### config.mk
export PLATFORM = sky130hd
export DESIGN_NAME = rgb_to_hsv_converter_unit
export DESIGN_NICKNAME = d
export VERILOG_FILES = /design/src/sv/rhc_pkg.sv /design/src/sv/rgb_to_hsv_converter_unit.sv /design/src/sv/rhc_front.sv /design/src/sv/rhc_prep.sv /design/src/sv/rhc_cell.sv
export SDC_FILE = /design/constraint.sdc
export NUM_CORES = 2
export LEC_CHECK = 0
export BUFFER_PORTS_ARGS = -buffer_cell sky130_fd_sc_hd__buf_2
export CAP_MARGIN = 25
export CORE_ASPECT_RATIO = 2
export CORE_MARGIN = 2
export CORE_UTILIZATION = 47
export DETAILED_ROUTE_END_ITERATION = 10
export PLACE_DENSITY = 0.63
export SYNTH_ARGS = -nofsm -noshare
export SYNTH_HDL_FRONTEND = slang
export SYNTH_HIERARCHICAL = 1
export SYNTH_SLANG_ARGS = --single-unit
### constraint.sdc
create_clock -name clk -period 16.9 [get_ports clk]
set_input_delay 0 -clock clk [delete_from_list [all_inputs] [get_ports clk]]
set_output_delay 0 -clock clk [all_outputs]
set_load 0.01 [all_outputs]
### src/sv/rhc_pkg.sv
`timescale 1ns / 1ps
`default_nettype none

package rhc_pkg;

    localparam int CH_W  = 16;
    // hue divisor is 6*delta, three bits wider than a channel
    localparam int HUE_W = CH_W + 3;

    // multiple of delta added to the hue numerator
    localparam logic [1:0] K_ZERO = 2'd0;
    localparam logic [1:0] K_TWO  = 2'd1;
    localparam logic [1:0] K_FOUR = 2'd2;
    localparam logic [1:0] K_SIX  = 2'd3;

    typedef struct packed {
        logic [CH_W-1:0]        mx;
        logic [CH_W-1:0]        mn;
        logic signed [CH_W:0]   diff;
        logic [1:0]             kcode;
    } front_t;

    typedef struct packed {
        logic [CH_W-1:0]  sat_rem;
        logic [CH_W-1:0]  sat_low;
        logic [CH_W-1:0]  sat_div;
        logic [HUE_W-1:0] hue_rem;
        logic [HUE_W-1:0] hue_div;
        logic [CH_W-1:0]  hue_quo;
        logic [CH_W-1:0]  value;
    } cell_t;

endpackage

`default_nettype wire

### src/sv/rgb_to_hsv_converter_unit.sv
// pipeline: compare stage, prep stage and 16 division cells, each a register stage
// throughput: one pixel per cycle while out_ready is high; each of the 16 cells makes one quotient bit
// of saturation and hue, so the cell chain sets the latency
// stalls fill bubbles first; in_ready drops only when every stage holds a word
// reset: rst_n asynchronous active low clears all valid flags, payload is not reset
`timescale 1ns / 1ps
`default_nettype none

module rgb_to_hsv_converter_unit (
    input  wire logic                     clk,
    input  wire logic                     rst_n,
    input  wire logic                     in_valid,
    output logic                          in_ready,
    input  wire logic [rhc_pkg::CH_W-1:0] red_in,
    input  wire logic [rhc_pkg::CH_W-1:0] green_in,
    input  wire logic [rhc_pkg::CH_W-1:0] blue_in,
    output logic                          out_valid,
    input  wire logic                     out_ready,
    output logic [rhc_pkg::CH_W-1:0]      hue_out,
    output logic [rhc_pkg::CH_W-1:0]      saturation_out,
    output logic [rhc_pkg::CH_W-1:0]      value_out
);
    import rhc_pkg::*;

    logic   front_valid;
    logic   front_ready;
    front_t front_data;

    logic  cvalid [0:CH_W];
    logic  cready [0:CH_W];
    cell_t cdata  [0:CH_W];

    rhc_front u_front (
        .clk      (clk),
        .rst_n    (rst_n),
        .up_valid (in_valid),
        .up_ready (in_ready),
        .red      (red_in),
        .green    (green_in),
        .blue     (blue_in),
        .dn_valid (front_valid),
        .dn_ready (front_ready),
        .dn_data  (front_data)
    );

    rhc_prep u_prep (
        .clk      (clk),
        .rst_n    (rst_n),
        .up_valid (front_valid),
        .up_ready (front_ready),
        .up_data  (front_data),
        .dn_valid (cvalid[0]),
        .dn_ready (cready[0]),
        .dn_data  (cdata[0])
    );

    for (genvar i = 0; i < CH_W; i++)
    begin : g_cell
        rhc_cell u_cell (
            .clk      (clk),
            .rst_n    (rst_n),
            .up_valid (cvalid[i]),
            .up_ready (cready[i]),
            .up_data  (cdata[i]),
            .dn_valid (cvalid[i+1]),
            .dn_ready (cready[i+1]),
            .dn_data  (cdata[i+1])
        );
    end

    // last cell register is the output word
    assign cready[CH_W]   = out_ready;
    assign out_valid      = cvalid[CH_W];
    assign hue_out        = cdata[CH_W].hue_quo;
    assign saturation_out = cdata[CH_W].sat_low;
    assign value_out      = cdata[CH_W].value;

endmodule

`default_nettype wire

### src/sv/rhc_front.sv
`timescale 1ns / 1ps
`default_nettype none

module rhc_front (
    input  wire logic                     clk,
    input  wire logic                     rst_n,
    input  wire logic                     up_valid,
    output logic                          up_ready,
    input  wire logic [rhc_pkg::CH_W-1:0] red,
    input  wire logic [rhc_pkg::CH_W-1:0] green,
    input  wire logic [rhc_pkg::CH_W-1:0] blue,
    output logic                          dn_valid,
    input  wire logic                     dn_ready,
    output rhc_pkg::front_t               dn_data
);
    import rhc_pkg::*;

    logic   valid_reg;
    front_t data_reg;
    front_t data_next;

    logic                 red_max;
    logic                 green_max;
    logic signed [CH_W:0] diff_gb;
    logic signed [CH_W:0] diff_br;
    logic signed [CH_W:0] diff_rg;
    logic [CH_W-1:0]      min_rg;

    always_comb
    begin
        red_max   = (red >= green) && (red >= blue);
        green_max = (green >= blue);
        diff_gb   = $signed({1'b0, green}) - $signed({1'b0, blue});
        diff_br   = $signed({1'b0, blue}) - $signed({1'b0, red});
        diff_rg   = $signed({1'b0, red}) - $signed({1'b0, green});
        min_rg    = (green < red) ? green : red;
        data_next.mn = (blue < min_rg) ? blue : min_rg;
        // ties go to red, then green
        priority if (red_max)
        begin
            data_next.mx    = red;
            data_next.diff  = diff_gb;
            data_next.kcode = diff_gb[CH_W] ? K_SIX : K_ZERO;
        end
        else if (green_max)
        begin
            data_next.mx    = green;
            data_next.diff  = diff_br;
            data_next.kcode = K_TWO;
        end
        else
        begin
            data_next.mx    = blue;
            data_next.diff  = diff_rg;
            data_next.kcode = K_FOUR;
        end
    end

    assign up_ready = !valid_reg || dn_ready;
    assign dn_valid = valid_reg;
    assign dn_data  = data_reg;

    always_ff @(posedge clk or negedge rst_n)
    begin
        if (!rst_n)
        begin
            valid_reg <= 1'b0;
        end
        else if (up_ready)
        begin
            valid_reg <= up_valid;
        end
    end

    always_ff @(posedge clk)
    begin
        if (up_ready && up_valid)
        begin
            data_reg <= data_next;
        end
    end

endmodule

`default_nettype wire

### src/sv/rhc_prep.sv
`timescale 1ns / 1ps
`default_nettype none

module rhc_prep (
    input  wire logic         clk,
    input  wire logic         rst_n,
    input  wire logic         up_valid,
    output logic              up_ready,
    input  wire rhc_pkg::front_t up_data,
    output logic              dn_valid,
    input  wire logic         dn_ready,
    output rhc_pkg::cell_t    dn_data
);
    import rhc_pkg::*;

    logic  valid_reg;
    cell_t data_reg;
    cell_t data_next;

    logic [CH_W-1:0]          delta;
    logic [HUE_W-1:0]         six_delta;
    logic [HUE_W-1:0]         k_delta;
    logic signed [HUE_W:0]    numer;
    logic [2*CH_W-1:0]        sat_num;

    always_comb
    begin
        delta     = up_data.mx - up_data.mn;
        six_delta = {1'b0, delta, 2'b00} + {2'b00, delta, 1'b0};
        unique case (up_data.kcode)
            K_ZERO:  k_delta = '0;
            K_TWO:   k_delta = {2'b00, delta, 1'b0};
            K_FOUR:  k_delta = {1'b0, delta, 2'b00};
            K_SIX:   k_delta = six_delta;
            default: k_delta = '0;
        endcase
        // num + k*delta, always in [0, 6*delta)
        numer   = $signed({{(HUE_W-CH_W){up_data.diff[CH_W]}}, up_data.diff})
                + $signed({1'b0, k_delta});
        // delta * full scale
        sat_num = {delta, {CH_W{1'b0}}} - {{CH_W{1'b0}}, delta};

        data_next.sat_rem = sat_num[2*CH_W-1:CH_W];
        data_next.sat_low = sat_num[CH_W-1:0];
        // a zero divisor only meets a zero dividend, so divide by one instead
        data_next.sat_div = (up_data.mx == '0) ? {{(CH_W-1){1'b0}}, 1'b1} : up_data.mx;
        data_next.hue_rem = numer[HUE_W-1:0];
        data_next.hue_div = (delta == '0) ? {{(HUE_W-1){1'b0}}, 1'b1} : six_delta;
        data_next.hue_quo = '0;
        data_next.value   = up_data.mx;
    end

    assign up_ready = !valid_reg || dn_ready;
    assign dn_valid = valid_reg;
    assign dn_data  = data_reg;

    always_ff @(posedge clk or negedge rst_n)
    begin
        if (!rst_n)
        begin
            valid_reg <= 1'b0;
        end
        else if (up_ready)
        begin
            valid_reg <= up_valid;
        end
    end

    always_ff @(posedge clk)
    begin
        if (up_ready && up_valid)
        begin
            data_reg <= data_next;
        end
    end

endmodule

`default_nettype wire

### src/sv/rhc_cell.sv
`timescale 1ns / 1ps
`default_nettype none

// one restoring division step for both saturation and hue
module rhc_cell (
    input  wire logic         clk,
    input  wire logic         rst_n,
    input  wire logic         up_valid,
    output logic              up_ready,
    input  wire rhc_pkg::cell_t up_data,
    output logic              dn_valid,
    input  wire logic         dn_ready,
    output rhc_pkg::cell_t    dn_data
);
    import rhc_pkg::*;

    logic  valid_reg;
    cell_t data_reg;
    cell_t data_next;

    logic [CH_W:0]   sat_sh;
    logic [CH_W:0]   sat_diff;
    logic            sat_ge;
    logic [HUE_W:0]  hue_sh;
    logic [HUE_W:0]  hue_diff;
    logic            hue_ge;

    always_comb
    begin
        // saturation: next dividend bit comes from the top of sat_low
        sat_sh   = {up_data.sat_rem, up_data.sat_low[CH_W-1]};
        sat_diff = sat_sh - {1'b0, up_data.sat_div};
        sat_ge   = !sat_diff[CH_W];
        // hue: low dividend bits are all zero
        hue_sh   = {up_data.hue_rem, 1'b0};
        hue_diff = hue_sh - {1'b0, up_data.hue_div};
        hue_ge   = !hue_diff[HUE_W];

        data_next         = up_data;
        data_next.sat_rem = sat_ge ? sat_diff[CH_W-1:0] : sat_sh[CH_W-1:0];
        data_next.sat_low = {up_data.sat_low[CH_W-2:0], sat_ge};
        data_next.hue_rem = hue_ge ? hue_diff[HUE_W-1:0] : hue_sh[HUE_W-1:0];
        data_next.hue_quo = {up_data.hue_quo[CH_W-2:0], hue_ge};
    end

    assign up_ready = !valid_reg || dn_ready;
    assign dn_valid = valid_reg;
    assign dn_data  = data_reg;

    always_ff @(posedge clk or negedge rst_n)
    begin
        if (!rst_n)
        begin
            valid_reg <= 1'b0;
        end
        else if (up_ready)
        begin
            valid_reg <= up_valid;
        end
    end

    always_ff @(posedge clk)
    begin
        if (up_ready && up_valid)
        begin
            data_reg <= data_next;
        end
    end

endmodule

`default_nettype wire

==> impl_metrics.tcl <==
set metrics [dict create \
    postCtsSetupBuffers 0 \
    hpwl_um 184000 \
    final_cell_mix "edfxtp_1 (1851), inv_1 (785), ha_1 (663), a21oi_1 (423)" \
    max-clock-path-buffers 4 \
    p_switching_uw 8880 \
    worstPathRequired_ps 17450 \
    synthCells 7952 \
    synth_area_per_cell_sq_um 12.7 \
    core_sq_um 214000 \
    vias_per_cell 5.64 \
    numCtsBuffers 175 \
    drtPass1Iterations 6 \
    area_growth_pct 9.81 \
    path_max_fanout 12 \
    grt_overflow 0 \
    maxSlewViolCount 0 \
    period_needed_ps 7130 \
    grt.total_usage 0.211 \
    rsz0062_at_grt "no" \
    wl_per_cell_um 20.9 \
    start_util 0.473 \
    cts_resized 0 \
    synthesis.nets 8704 \
    drc 0 \
    fmax_mhz 140 \
    wirelength_um 233000 \
    nets 8965 \
    die_w_um 332 \
    outcome "completed" \
    end_kind "flop" \
    hold_buffers 84 \
    place.gp.congestion 0.950 \
    final_cell_count_no_fill 11142 \
    power_density_nw_per_um2 213 \
    grt_pass1_wl_um 358000 \
    dp.cells 10732 \
    swShare 0.376 \
    clock-root-buffer "clkbuf_16" \
    startpoint_type "flop" \
    path_class "reg -> reg" \
    relSlewSlack 0.224 \
    drtAntennaViolNets 0 \
    internal_power_uw 14800 \
    clk_latency_ps 850 \
    comb_power_share 0.502 \
    leakage_uw 0.0440 \
    antenna_found_initial 9 \
    fp-row-count 240 \
    fin_skew_ps 49.0 \
    worst_slew_pin_slew_ps 1160 \
    pin_count 102 \
    crit_arrival_ps 7690 \
    layout-drive-gt1-share 0.128 \
    clk_pin_slew_ps 60 \
    p_seq_frac 0.333 \
    min_period_over_period 0.422 \
    nFillCells 18075 \
    setup_viol 0 \
    num_vias 62813 \
    initialDrtViolationCount 2753 \
    grt_max_degree 72 \
    max_cap_viol_count 0 \
    mappedNetlistArea_sq_um 101000 \
    hp-class "in -> reg" \
    die_h_um 660 \
    layout_commonest_cell "edfxtp_1" \
    io_buffer_count 101 \
    hold_violations 0 \
    vdd.ir_drop.worst_uv 93.9 \
    htree_levels 4 \
    die-area_sq_um 219000 \
    grt_pass1_vias 67399 \
    tns_ps 0 \
    clkSinkCount 1869 \
    synth_warnings 6 \
    cts_tree "done" \
    p_clk_frac 0.165 \
]
worst max-delay path: stages (launching register included):
cell and delay [ps]:
edfxtp_1 410, inv_1 80, ha_1 160, inv_1 60, fa_1 440, a211oi_1 340
nor2_1 170, nor2_1 750, ha_1 300, nand2_1 60, o21ai_0 320, nor3b_1 300
mux2i_1 130, xnor2_1 230, mux2i_1 110, o21ai_0 270, ha_1 330, a211o_1 270
o22a_1 240, a2111oi_0 700, o31ai_1 250, o41ai_1 450, o21bai_1 110, a21oi_1 180
xnor3_1 220
sequential cells by signal, summed over array words and instances, names as in the netlist:
name	cells
g_cell.u_cell/dn_data	1698
u_front/dn_data	51
u_prep/dn_data	102
u_front/dn_valid	1
u_prep/dn_valid	1
g_cell.u_cell/dn_valid	16
cell type report:
| class | instances | area, sq um | area share |
|---|---|---|---|
| sequential | 1869 | 56000 | 0.504 |
| clock inverter | 93 | 1000 | 0.00903 |
| antenna | 17 | 42.5 | 0.000383 |
| inverter | 788 | 2960 | 0.0266 |
| multi-input combinational | 5138 | 41200 | 0.370 |
| timing repair buffer | 241 | 1860 | 0.0167 |
| clock buffer | 213 | 4570 | 0.0412 |
| tap | 2783 | 3480 | 0.0313 |
through the flow:
| stage | hold WS (ps) | util | instance area [sq um] | power, uW | setup slack (ps) |
|---|---|---|---|---|---|
| 6_report | 87.4 | 0.520 | 111000 | 23600 | 9770 |
| 5_1_grt | 117 | 0.520 | 111000 | 25100 | 9170 |
| 4_1_cts | 8.05 | 0.519 | 111000 | 23700 | 9640 |
| 3_5_place_dp | 5.73 | 0.489 | 105000 | 19700 | 9720 |
| 3_3_place_gp | -7.28 | 0.489 | 104000 | 19400 | 9580 |
| 2_1_floorplan | -296 | - | 101000 | 17000 | 11240 |
power by group through the flow:
| stage | Clock, uW | Combinational [uW] | Sequential (uW) |
|---|---|---|---|
| finish | 3900 | 11900 | 7860 |
| global route | 4170 | 12900 | 8000 |
| CTS | 4020 | 11900 | 7880 |
| detailed placement | 0 | 11800 | 7970 |
| global placement | 0 | 11400 | 7940 |
| floorplan | 0 | 9330 | 7670 |
layer usage:
layer	share of wire	up-vias	global-route usage
li1	-	30315	-
met5	0.000043	-	0
met1	0.27	30567	0.148
met4	0.10	2	0.186
met3	0.024	736	0.0218
met2	0.60	1193	0.458
path summary, 6_finish.rpt:
check	cells past startpoint	slack, ps	from	endpoint
min in group asynchronous	3	200	rst_n	g_cell[9].u_cell/dn_valid
worst max-delay path	24	9770	u_front/dn_data[35]	u_prep/dn_data[69]
worst max register to register	24	9770	u_front/dn_data[35]	u_prep/dn_data[69]
worst min register to register	0	380	g_cell[9].u_cell/dn_data[9]	g_cell[10].u_cell/dn_data[9]
max in group asynchronous	4	16210	rst_n	u_front/dn_valid
worst min-delay path	4	90	green_in[6]	u_front/dn_data[8]
No activity file was read; power rests on OpenSTA's default activity.
